### config.mk
export PLATFORM = sky130hd
export DESIGN_NAME = julia_escape_time
export DESIGN_NICKNAME = d
export VERILOG_FILES = /design/src/rtl/jet_pkg.sv /design/src/rtl/jet_mul.sv /design/src/rtl/jet_seq.sv /design/src/rtl/julia_escape_time.sv
export VERILOG_INCLUDE_DIRS = /design/src /design/src/rtl
export SDC_FILE = /design/constraint.sdc
export NUM_CORES = 2
export LEC_CHECK = 0
export ABC_AREA = 0
export BUFFER_PORTS_ARGS = -buffer_cell sky130_fd_sc_hd__buf_2
export CAP_MARGIN = 10
export CORE_ASPECT_RATIO = 1.2
export CORE_MARGIN = 4
export CORE_UTILIZATION = 45
export CTS_CLUSTER_DIAMETER = 120
export DETAILED_ROUTE_END_ITERATION = 10
export GPL_TIMING_DRIVEN = 0
export PLACE_DENSITY_LB_ADDON = 0.12
export SLEW_MARGIN = 5
export SYNTH_ARGS = -nofsm -noshare
export SYNTH_HDL_FRONTEND = slang
export SYNTH_HIERARCHICAL = 1
export SYNTH_SLANG_ARGS = --single-unit
### constraint.sdc
create_clock -name clk_i -period 15.5 [get_ports clk_i]
set_clock_uncertainty 0.2 [all_clocks]
set_input_delay 1.55 -clock clk_i [delete_from_list [all_inputs] [get_ports clk_i]]
set_output_delay 1.55 -clock clk_i [all_outputs]
set_load 0.01 [all_outputs]
### src/rtl/julia_escape_time_macros.svh
// assertion macros for the julia escape-time block
// no dependencies; taken in by files that carry concurrent checks
`ifndef JULIA_ESCAPE_TIME_MACROS_SVH
`define JULIA_ESCAPE_TIME_MACROS_SVH

`ifndef SYNTHESIS
// property must hold at every clock edge outside reset
`define JET_ASSERT(label, clk, rst_n, prop, msg) \
  label: assert property (@(posedge clk) disable iff (!rst_n) (prop)) else $error(msg);
// property must never hold outside reset
`define JET_ASSERT_NEVER(label, clk, rst_n, prop, msg) \
  label: assert property (@(posedge clk) disable iff (!rst_n) !(prop)) else $error(msg);
`else
`define JET_ASSERT(label, clk, rst_n, prop, msg)
`define JET_ASSERT_NEVER(label, clk, rst_n, prop, msg)
`endif

`endif

### src/rtl/jet_pkg.sv
// shared types and constants for the julia escape-time block
// no dependencies
package jet_pkg;

  localparam int FracBits  = 28;
  localparam int ZW        = 32;
  localparam int CW        = 31;
  localparam int PW        = 2 * ZW;
  localparam int CountOutW = 9;
  localparam int IterLimit = 256;
  localparam int CountMax  = 511;

  // counter holds the limit itself and is never narrower than the output field
  localparam int CntW = ($clog2(IterLimit + 1) > CountOutW) ? $clog2(IterLimit + 1)
                                                              : CountOutW;

  localparam logic [PW-1:0] EscBound = PW'(4) << (2 * FracBits);

  localparam logic signed [CW-1:0] CRealReset = -31'sd216090542;
  localparam logic signed [CW-1:0] CImagReset = -31'sd54250806;

  // register indexes of the configuration port
  localparam logic CfgCReal = 1'b0;
  localparam logic CfgCImag = 1'b1;

  typedef enum logic [1:0] {
    SEL_RR = 2'd0,
    SEL_II = 2'd1,
    SEL_RI = 2'd2
  } mul_sel_e;

  typedef struct packed {
    logic     busy;
    logic     load;
    mul_sel_e sel;
    logic     take_rr;
    logic     take_ii;
    logic     upd;
    logic     finish;
  } ctrl_t;

  typedef struct packed {
    logic escape;
    logic out_free;
  } stat_t;

endpackage

### src/rtl/jet_mul.sv
// shared signed 32x32 multiplier with registered product
// depends on jet_pkg
module jet_mul (
  input  logic                            clk_i,
  input  jet_pkg::mul_sel_e               sel_i,
  input  logic signed [jet_pkg::ZW-1:0]   zr_i,
  input  logic signed [jet_pkg::ZW-1:0]   zi_i,
  output logic signed [jet_pkg::PW-1:0]   prod_o
);
  import jet_pkg::*;

  logic signed [ZW-1:0] op_a, op_b;
  logic signed [PW-1:0] prod_d, prod_q;

  always_comb begin
    case (sel_i)
      SEL_RR: begin
        op_a = zr_i;
        op_b = zr_i;
      end
      SEL_II: begin
        op_a = zi_i;
        op_b = zi_i;
      end
      SEL_RI: begin
        op_a = zr_i;
        op_b = zi_i;
      end
      default: begin
        op_a = zr_i;
        op_b = zr_i;
      end
    endcase
  end

  assign prod_d = PW'(op_a) * PW'(op_b);

  always_ff @(posedge clk_i) begin
    prod_q <= prod_d;
  end

  assign prod_o = prod_q;

endmodule

### src/rtl/jet_seq.sv
// sequencer: steps one point through the square, cross and update phases
// depends on jet_pkg
module jet_seq (
  input  logic                      clk_i,
  input  logic                      rst_ni,
  input  logic                      in_valid_i,
  input  jet_pkg::stat_t            stat_i,
  output jet_pkg::ctrl_t            ctrl_o,
  output logic [jet_pkg::CntW-1:0]  count_o
);
  import jet_pkg::*;

  typedef enum logic [5:0] {
    ST_IDLE   = 6'b000001,
    ST_MUL_RR = 6'b000010,
    ST_MUL_II = 6'b000100,
    ST_MUL_RI = 6'b001000,
    ST_UPD    = 6'b010000,
    ST_DONE   = 6'b100000
  } state_e;

  state_e            state_d, state_q;
  logic [CntW-1:0]   count_d, count_q;

  always_comb begin
    state_d = state_q;
    count_d = count_q;
    ctrl_o  = '0;
    ctrl_o.sel  = SEL_RR;
    ctrl_o.busy = (state_q != ST_IDLE);
    case (state_q)
      ST_IDLE: begin
        if (in_valid_i) begin
          ctrl_o.load = 1'b1;
          count_d     = '0;
          state_d     = ST_MUL_RR;
        end
      end
      ST_MUL_RR: begin
        ctrl_o.sel = SEL_RR;
        state_d    = ST_MUL_II;
      end
      ST_MUL_II: begin
        // product register holds zr*zr now
        ctrl_o.sel     = SEL_II;
        ctrl_o.take_rr = 1'b1;
        state_d        = ST_MUL_RI;
      end
      ST_MUL_RI: begin
        // product register holds zi*zi now
        ctrl_o.sel = SEL_RI;
        if (stat_i.escape) begin
          state_d = ST_DONE;
        end else begin
          ctrl_o.take_ii = 1'b1;
          state_d        = ST_UPD;
        end
      end
      ST_UPD: begin
        ctrl_o.upd = 1'b1;
        count_d    = count_q + CntW'(1);
        if (count_q == CntW'(IterLimit - 1)) begin
          state_d = ST_DONE;
        end else begin
          state_d = ST_MUL_RR;
        end
      end
      ST_DONE: begin
        if (stat_i.out_free) begin
          ctrl_o.finish = 1'b1;
          state_d       = ST_IDLE;
        end
      end
      default: begin
        state_d = ST_IDLE;
      end
    endcase
  end

  always_ff @(posedge clk_i or negedge rst_ni) begin
    if (!rst_ni) begin
      state_q <= ST_IDLE;
      count_q <= '0;
    end else begin
      state_q <= state_d;
      count_q <= count_d;
    end
  end

  assign count_o = count_q;

endmodule

### src/rtl/julia_escape_time.sv
// top level of the julia escape-time block: constant registers, point datapath,
// result register; uses jet_pkg, jet_seq, jet_mul and the assertion macros
`include "julia_escape_time_macros.svh"

// Takes a start point z (signed Q4.28) and runs z = z*z + c until |z|^2 reaches 4
// or IterLimit steps have run, then delivers the step count. One shared 32x32
// multiplier forms zr*zr, zi*zi and zr*zi in turn, so each step takes the three
// products and then the update. A point that escapes goes from its last escape
// test to ST_DONE, and one that never escapes goes there after its last update;
// ST_DONE moves the count into the result register once that register is free.
// The next point is taken in the cycle after the count has moved into the result
// register, also while that register is still stalled. c must be written by the
// user through the configuration port only while the block is idle; the block
// itself does not enforce this.
module julia_escape_time (
  input  logic                                 clk_i,
  input  logic                                 rst_ni,
  input  logic                                 in_valid_i,
  output logic                                 in_stall_o,
  input  logic signed [jet_pkg::ZW-1:0]        z_real_i,
  input  logic signed [jet_pkg::ZW-1:0]        z_imag_i,
  output logic                                 out_valid_o,
  input  logic                                 out_stall_i,
  output logic [jet_pkg::CountOutW-1:0]        iteration_count_o,
  input  logic                                 cfg_we_i,
  input  logic                                 cfg_index_i,
  input  logic [jet_pkg::CW-1:0]               cfg_data_i
);
  import jet_pkg::*;

  ctrl_t                  ctrl;
  stat_t                  stat;
  logic [CntW-1:0]        count;

  logic signed [CW-1:0]   c_real_q, c_imag_q;
  logic signed [ZW-1:0]   zr_d, zr_q, zi_d, zi_q;
  logic signed [PW-1:0]   prod;
  logic signed [PW-1:0]   rr_q, ii_q;
  logic [PW-1:0]          mag;
  logic signed [PW-1:0]   diff, re_sh, im_sh;
  logic                   out_valid_d, out_valid_q;
  logic [CountOutW-1:0]   out_count_d, out_count_q;

  jet_seq u_seq (
    .clk_i      (clk_i),
    .rst_ni     (rst_ni),
    .in_valid_i (in_valid_i),
    .stat_i     (stat),
    .ctrl_o     (ctrl),
    .count_o    (count)
  );

  jet_mul u_mul (
    .clk_i  (clk_i),
    .sel_i  (ctrl.sel),
    .zr_i   (zr_q),
    .zi_i   (zi_q),
    .prod_o (prod)
  );

  // constant registers
  always_ff @(posedge clk_i or negedge rst_ni) begin
    if (!rst_ni) begin
      c_real_q <= CRealReset;
      c_imag_q <= CImagReset;
    end else if (cfg_we_i) begin
      case (cfg_index_i)
        CfgCReal: c_real_q <= cfg_data_i;
        CfgCImag: c_imag_q <= cfg_data_i;
        default: ;
      endcase
    end
  end

  // both squares are nonnegative, so the unsigned sum cannot wrap
  assign mag         = PW'(rr_q) + PW'(prod);
  assign stat.escape = (mag >= EscBound);

  // arithmetic shifts give the floor; the new point always fits 32 bits
  assign diff  = rr_q - ii_q;
  assign re_sh = diff >>> FracBits;
  assign im_sh = prod >>> (FracBits - 1);

  always_comb begin
    zr_d = zr_q;
    zi_d = zi_q;
    if (ctrl.load) begin
      zr_d = z_real_i;
      zi_d = z_imag_i;
    end else if (ctrl.upd) begin
      zr_d = re_sh[ZW-1:0] + ZW'(c_real_q);
      zi_d = im_sh[ZW-1:0] + ZW'(c_imag_q);
    end
  end

  always_ff @(posedge clk_i) begin
    zr_q <= zr_d;
    zi_q <= zi_d;
    if (ctrl.take_rr) begin
      rr_q <= prod;
    end
    if (ctrl.take_ii) begin
      ii_q <= prod;
    end
  end

  // result register
  assign stat.out_free = !out_valid_q || !out_stall_i;

  always_comb begin
    out_valid_d = out_valid_q;
    out_count_d = out_count_q;
    if (ctrl.finish) begin
      out_valid_d = 1'b1;
      out_count_d = (count > CntW'(CountMax)) ? CountOutW'(CountMax)
                                               : count[CountOutW-1:0];
    end else if (out_valid_q && !out_stall_i) begin
      out_valid_d = 1'b0;
    end
  end

  always_ff @(posedge clk_i or negedge rst_ni) begin
    if (!rst_ni) begin
      out_valid_q <= 1'b0;
    end else begin
      out_valid_q <= out_valid_d;
    end
  end

  always_ff @(posedge clk_i) begin
    out_count_q <= out_count_d;
  end

  assign in_stall_o        = ctrl.busy;
  assign out_valid_o       = out_valid_q;
  assign iteration_count_o = out_count_q;

  `JET_ASSERT(a_busy_after_take, clk_i, rst_ni, in_valid_i && !in_stall_o |=> in_stall_o, "block not busy after input transfer")
  `JET_ASSERT(a_count_in_range, clk_i, rst_ni, out_valid_o |-> (32'(iteration_count_o) <= 32'(IterLimit)), "iteration count above limit")
  `JET_ASSERT(a_result_from_work, clk_i, rst_ni, $rose(out_valid_o) |-> $past(in_stall_o), "result appeared without a point in work")
  `JET_ASSERT_NEVER(a_no_drop, clk_i, rst_ni, ctrl.finish && out_valid_q && out_stall_i, "result register overwritten while stalled")

endmodule

==> results <==
- The run finished with clean final reports.
- The wire length of the first global-routing pass is 291500 µm.
- For the final routed database, the setup TNS stands at 0 ns.
- Once placement finished, the instance area stood at 57840 µm².
- The number of global-route vias before repair was 44060.
- Summing the areas of all compound-gate instances in the mapped netlist gives 7.730% of the synthesized area.
- The number of standard cells after synthesis is 5672.
- The routability congestion estimate is between 1 and 1.5.
- The category of the critical setup timing path is flip-flop to flip-flop.
- In this design, the stage delay of the slowest critical-path cell is approximately 1.2 ns.
- TritonCTS built the clock tree.
- During synthesis, Yosys emitted a total of 6 warnings.
- Setup violations remaining at the end of the flow were counted as 0.
- The total CTS buffers is 34.
- The simple-gate area share of the yosys netlist is a little under an eighth.
- The worst setup path is launched from a flip-flop.
- After clock tree synthesis, the flow added hold-fix buffers numbering 0.
- In the synthesized netlist, mux cells make up 3.680% of the area.
- The worst slew slack as a fraction of its limit is 6.920%.
- The die covers roughly 130000 µm².
- Global routing used 31.47% of the available tracks.
- Yosys mapped the design onto 95 distinct sky130hd cell types.
- After clock tree synthesis, the clock-pin slew on the worst setup and hold paths is 0.06 ns.
- Summed over all layers, the routed wires come to 198900 µm.
- The detailed placer's ending HPWL is 167900 µm.
- The total of buffers placed on input and output ports is 111.
- Entering global routing, the biggest net connects 63 pins.
- In this run the cell area of the synthesized design comes to 54770 µm².
- approximately 110 I/O pins were placed.
- In this run the worst path has a maximum fanout of 11.
- The first detailed-routing pass took 6 iterations.
- Summing the areas of all xor and xnor instances in the mapped netlist gives 2.670% of the synthesized area.
- The main flop type after synthesis is sky130_fd_sc_hd__edfxtp_1.
- At the later pin of the worst-skew pair, clock insertion delay measures 0.56 ns.
- Counting along the longest clock path gives a buffer depth of 3.
- The arrival time reported for the critical path endpoint is 13.96 ns.
- The cell depth of the worst min-delay path is 0.
- In this run the worst hold path is classified as flip-flop to flip-flop.
- Setup repair after global routing left no endpoint under its margin.
- After detailed routing, the number of vias per cell comes to 5.608.
- The hold path startpoint is u_mul/prod_o[16].
- For the pin with the worst max-slew slack, the measured transition is roughly 1.4 ns.
- The achievable frequency is 72.87 MHz.
- Detailed routing inserted a total of between 40000 and 50000 vias.
- The clock sink count is about 340.
- Counting flops with an async set or reset pin after synthesis yields a share of 23.01%.
- The post-cts sizing count is 0.
- The startpoint identified for the worst register-to-register timing path is u_seq/state_q[1].
- The initial core utilization is between 40% and 50%.
- Row generation in the floorplan step produced 139 rows.
- The arithmetic-cell share of the synthesized area counting full adders, half adders and majority gates is 48.15%.
- The x dimension of the die is between 300 and 400 µm.
- In the final layout, the share of cells above drive strength 1 is 7.582%.
- Of the available clock period, the critical path in the final layout requires 88.53%.
- The final-report max-slew violation count is 0.
- The element type at the critical path end is a flip-flop.
- The final layout contains 7415 nets.
- The register-to-register path setup slack is 1.78 ns.
- The relative area change from synthesis to final layout is 7.897%.
- At the worst endpoint, the required time is 15.74 ns.
- The end point of the most critical hold path is rr_q[16].
- The worst-path cell with the longest stage delay is sky130_fd_sc_hd__fa_1.
- The finished cells cover roughly 59000 µm².
- The post-CTS repair timing setup buffer count is 0.
- Sequential elements use between 15 and 20% of the synthesized area.
- The synthesized net count is 7230.
- The synthesized area per cell is 9.657 µm².
- Across the run, the number of max-cap violations was 0.
- In this run the standard cell core region covers about 120000 µm².
- The library cell used as clock root buffer is sky130_fd_sc_hd__clkbuf_16.
- The cell occurring most often along the worst timing path is sky130_fd_sc_hd__fa_1.
- After the first detailed-routing iteration, the DRC count stood at 3563.
- Subtracting the final worst setup slack from the clock period gives 13.72 ns.
- The number of enable flip-flop cells after synthesis is just under 200.
- The final-layout fill cell count is about 12000.
- The largest family of logic cells by synthesized area is adder cells.
- CTS built an H-tree with a depth of 2.
- The initial antenna violation count is 9.
- After synthesis the netlist holds a flip-flop and latch count of 339.
- The cell count of the worst reg-to-reg path is 30.
- In this run the vertical extent of the chip is 390.2 µm.
- The number of hold violations in the final report is 0.
- In the routed design, unresolved DRC markers number 0.
- The count of antenna-violating nets left after detailed routing is 0.
- Dividing the detail-routed wire length by the instance count gives 26.50 µm.
- The total congestion overflow after global routing is 0.
- In this run the critical register-to-register path is captured at u_mul/prod_o[57].
synth_stat cells (16+ instances only):
cell,n,area (µm²)
sky130_fd_sc_hd__inv_1,1109,4163
sky130_fd_sc_hd__fa_1,1085,21720
sky130_fd_sc_hd__nand2_1,650,2440
sky130_fd_sc_hd__nor2_1,625,2346
sky130_fd_sc_hd__ha_1,372,4654
sky130_fd_sc_hd__edfxtp_1,197,5916
sky130_fd_sc_hd__a21oi_1,184,920.9
sky130_fd_sc_hd__clkbuf_1,181,679.4
sky130_fd_sc_hd__o21ai_0,149,745.7
sky130_fd_sc_hd__mux2_2,123,1385
sky130_fd_sc_hd__a21o_1,101,758.2
sky130_fd_sc_hd__xnor2_1,96,840.8
sky130_fd_sc_hd__xor2_1,71,621.9
sky130_fd_sc_hd__dfxtp_1,64,1281
sky130_fd_sc_hd__mux2i_1,63,630.6
sky130_fd_sc_hd__nand3_1,52,260.3
sky130_fd_sc_hd__dfrtp_1,46,1151
sky130_fd_sc_hd__nand4_1,34,212.7
sky130_fd_sc_hd__dfstp_2,32,840.8
sky130_fd_sc_hd__nand2b_1,26,162.7
sky130_fd_sc_hd__o21bai_1,26,195.2
sky130_fd_sc_hd__a31oi_1,24,150.1
sky130_fd_sc_hd__buf_1,24,90.09
sky130_fd_sc_hd__nor3_1,24,120.1
sky130_fd_sc_hd__nor2b_1,23,143.9
sky130_fd_sc_hd__and3_1,21,131.4
sky130_fd_sc_hd__a211oi_1,18,135.1
sky130_fd_sc_hd__o21a_1,18,135.1
sky130_fd_sc_hd__and2_1,17,106.4
sky130_fd_sc_hd__o211ai_1,17,127.6
sky130_fd_sc_hd__o31ai_1,16,120.1
cell families after synthesis:
group           after synthesis
compound gates              651
xor+xnor                    167
fa+ha+maj                  1457
buf+inv                    1334
flops                       339
mux                         186
simple gates               1538
layout make-up:
| type | instances | area (µm²) | area share, % |
|---|---|---|---|
| diodes | 4 | 10.01 | 0.01694 |
| plain buffers | 222 | 878.3 | 1.486 |
| clock buffers | 44 | 977.2 | 1.653 |
| clock inverters | 17 | 198.9 | 0.3366 |
| inverters | 1112 | 4179 | 7.071 |
| multi-input cells | 3999 | 40630 | 68.75 |
| flip-flops and latches | 339 | 9189 | 15.55 |
| well taps | 1621 | 2028 | 3.432 |
| repair buffers | 149 | 1007 | 1.704 |
worst max-delay path, delay by kind of cell, from the launching register on:
family / cells / cell delay [ns]
buffers and inverters: 7 / 2.94
adders and majority gates: 10 / 5.72
and+or+nand+nor: 6 / 1.60
DFF: 1 / 0.44
muxes: 1 / 0.90
xor gates and xnor gates: 1 / 0.20
AOI/OAI and AO/OA: 5 / 1.53
per-layer routing:
layer / vias to the layer above / GRT usage [%] / part of all wire, %
met1: 21495 / 39.47 / 38
met5: - / 0 / 0.017
met4: 4 / 20.75 / 8.5
met2: 1962 / 50.63 / 46
li1: 18071 / - / -
met3: 567 / 5.096 / 7.8
layout by cell type (no fill, tap or decap), types with 121 or more instances in the layout:
master and count:
sky130_fd_sc_hd__inv_1 1109, sky130_fd_sc_hd__fa_1 1085, sky130_fd_sc_hd__nand2_1 650, sky130_fd_sc_hd__nor2_1 625, sky130_fd_sc_hd__ha_1 372, sky130_fd_sc_hd__edfxtp_1 197, sky130_fd_sc_hd__clkbuf_1 186, sky130_fd_sc_hd__a21oi_1 184
sky130_fd_sc_hd__o21ai_0 149, sky130_fd_sc_hd__mux2_2 123, sky130_fd_sc_hd__buf_2 121
stage by stage:
stage	setup WS [ns]	hold WS [ns]	instances	util, %
after floorplan	5.950	0.2148	5672	-
after global placement	1.959	0.2385	7404	47.66
after detailed placement	1.873	0.2432	7435	48.06
after CTS	1.822	0.2460	7496	49.04
after global routing	1.115	0.2565	7503	49.10
final	1.778	0.2551	7507	49.11
sequential cells by signal, summed over array words and instances (netlist names), 31 cells and up:
signal / count
c_real_q: 31
zi_q: 32
ii_q: 60
u_mul/prod_o: 64
rr_q: 64
c_imag_q: 31
zr_q: 32
worst max-delay path by stage:
stage                startpoint               end  slack (ns)  cells past startpoint
6_report       u_seq/state_q[1]  u_mul/prod_o[57]        1.78                     30
5_1_grt        u_seq/state_q[1]  u_mul/prod_o[57]        1.11                     30
4_1_cts        u_seq/state_q[1]  u_mul/prod_o[57]        1.82                     30
3_5_place_dp   u_seq/state_q[1]  u_mul/prod_o[57]        1.87                     30
3_3_place_gp   u_seq/state_q[1]  u_mul/prod_o[57]        1.96                     30
2_1_floorplan  u_seq/state_q[1]  u_mul/prod_o[53]        5.95                     32
Power is left out: the tool's default activity adds up to more than one toggle a clock period on the data nets, which glitch-free logic cannot reach.
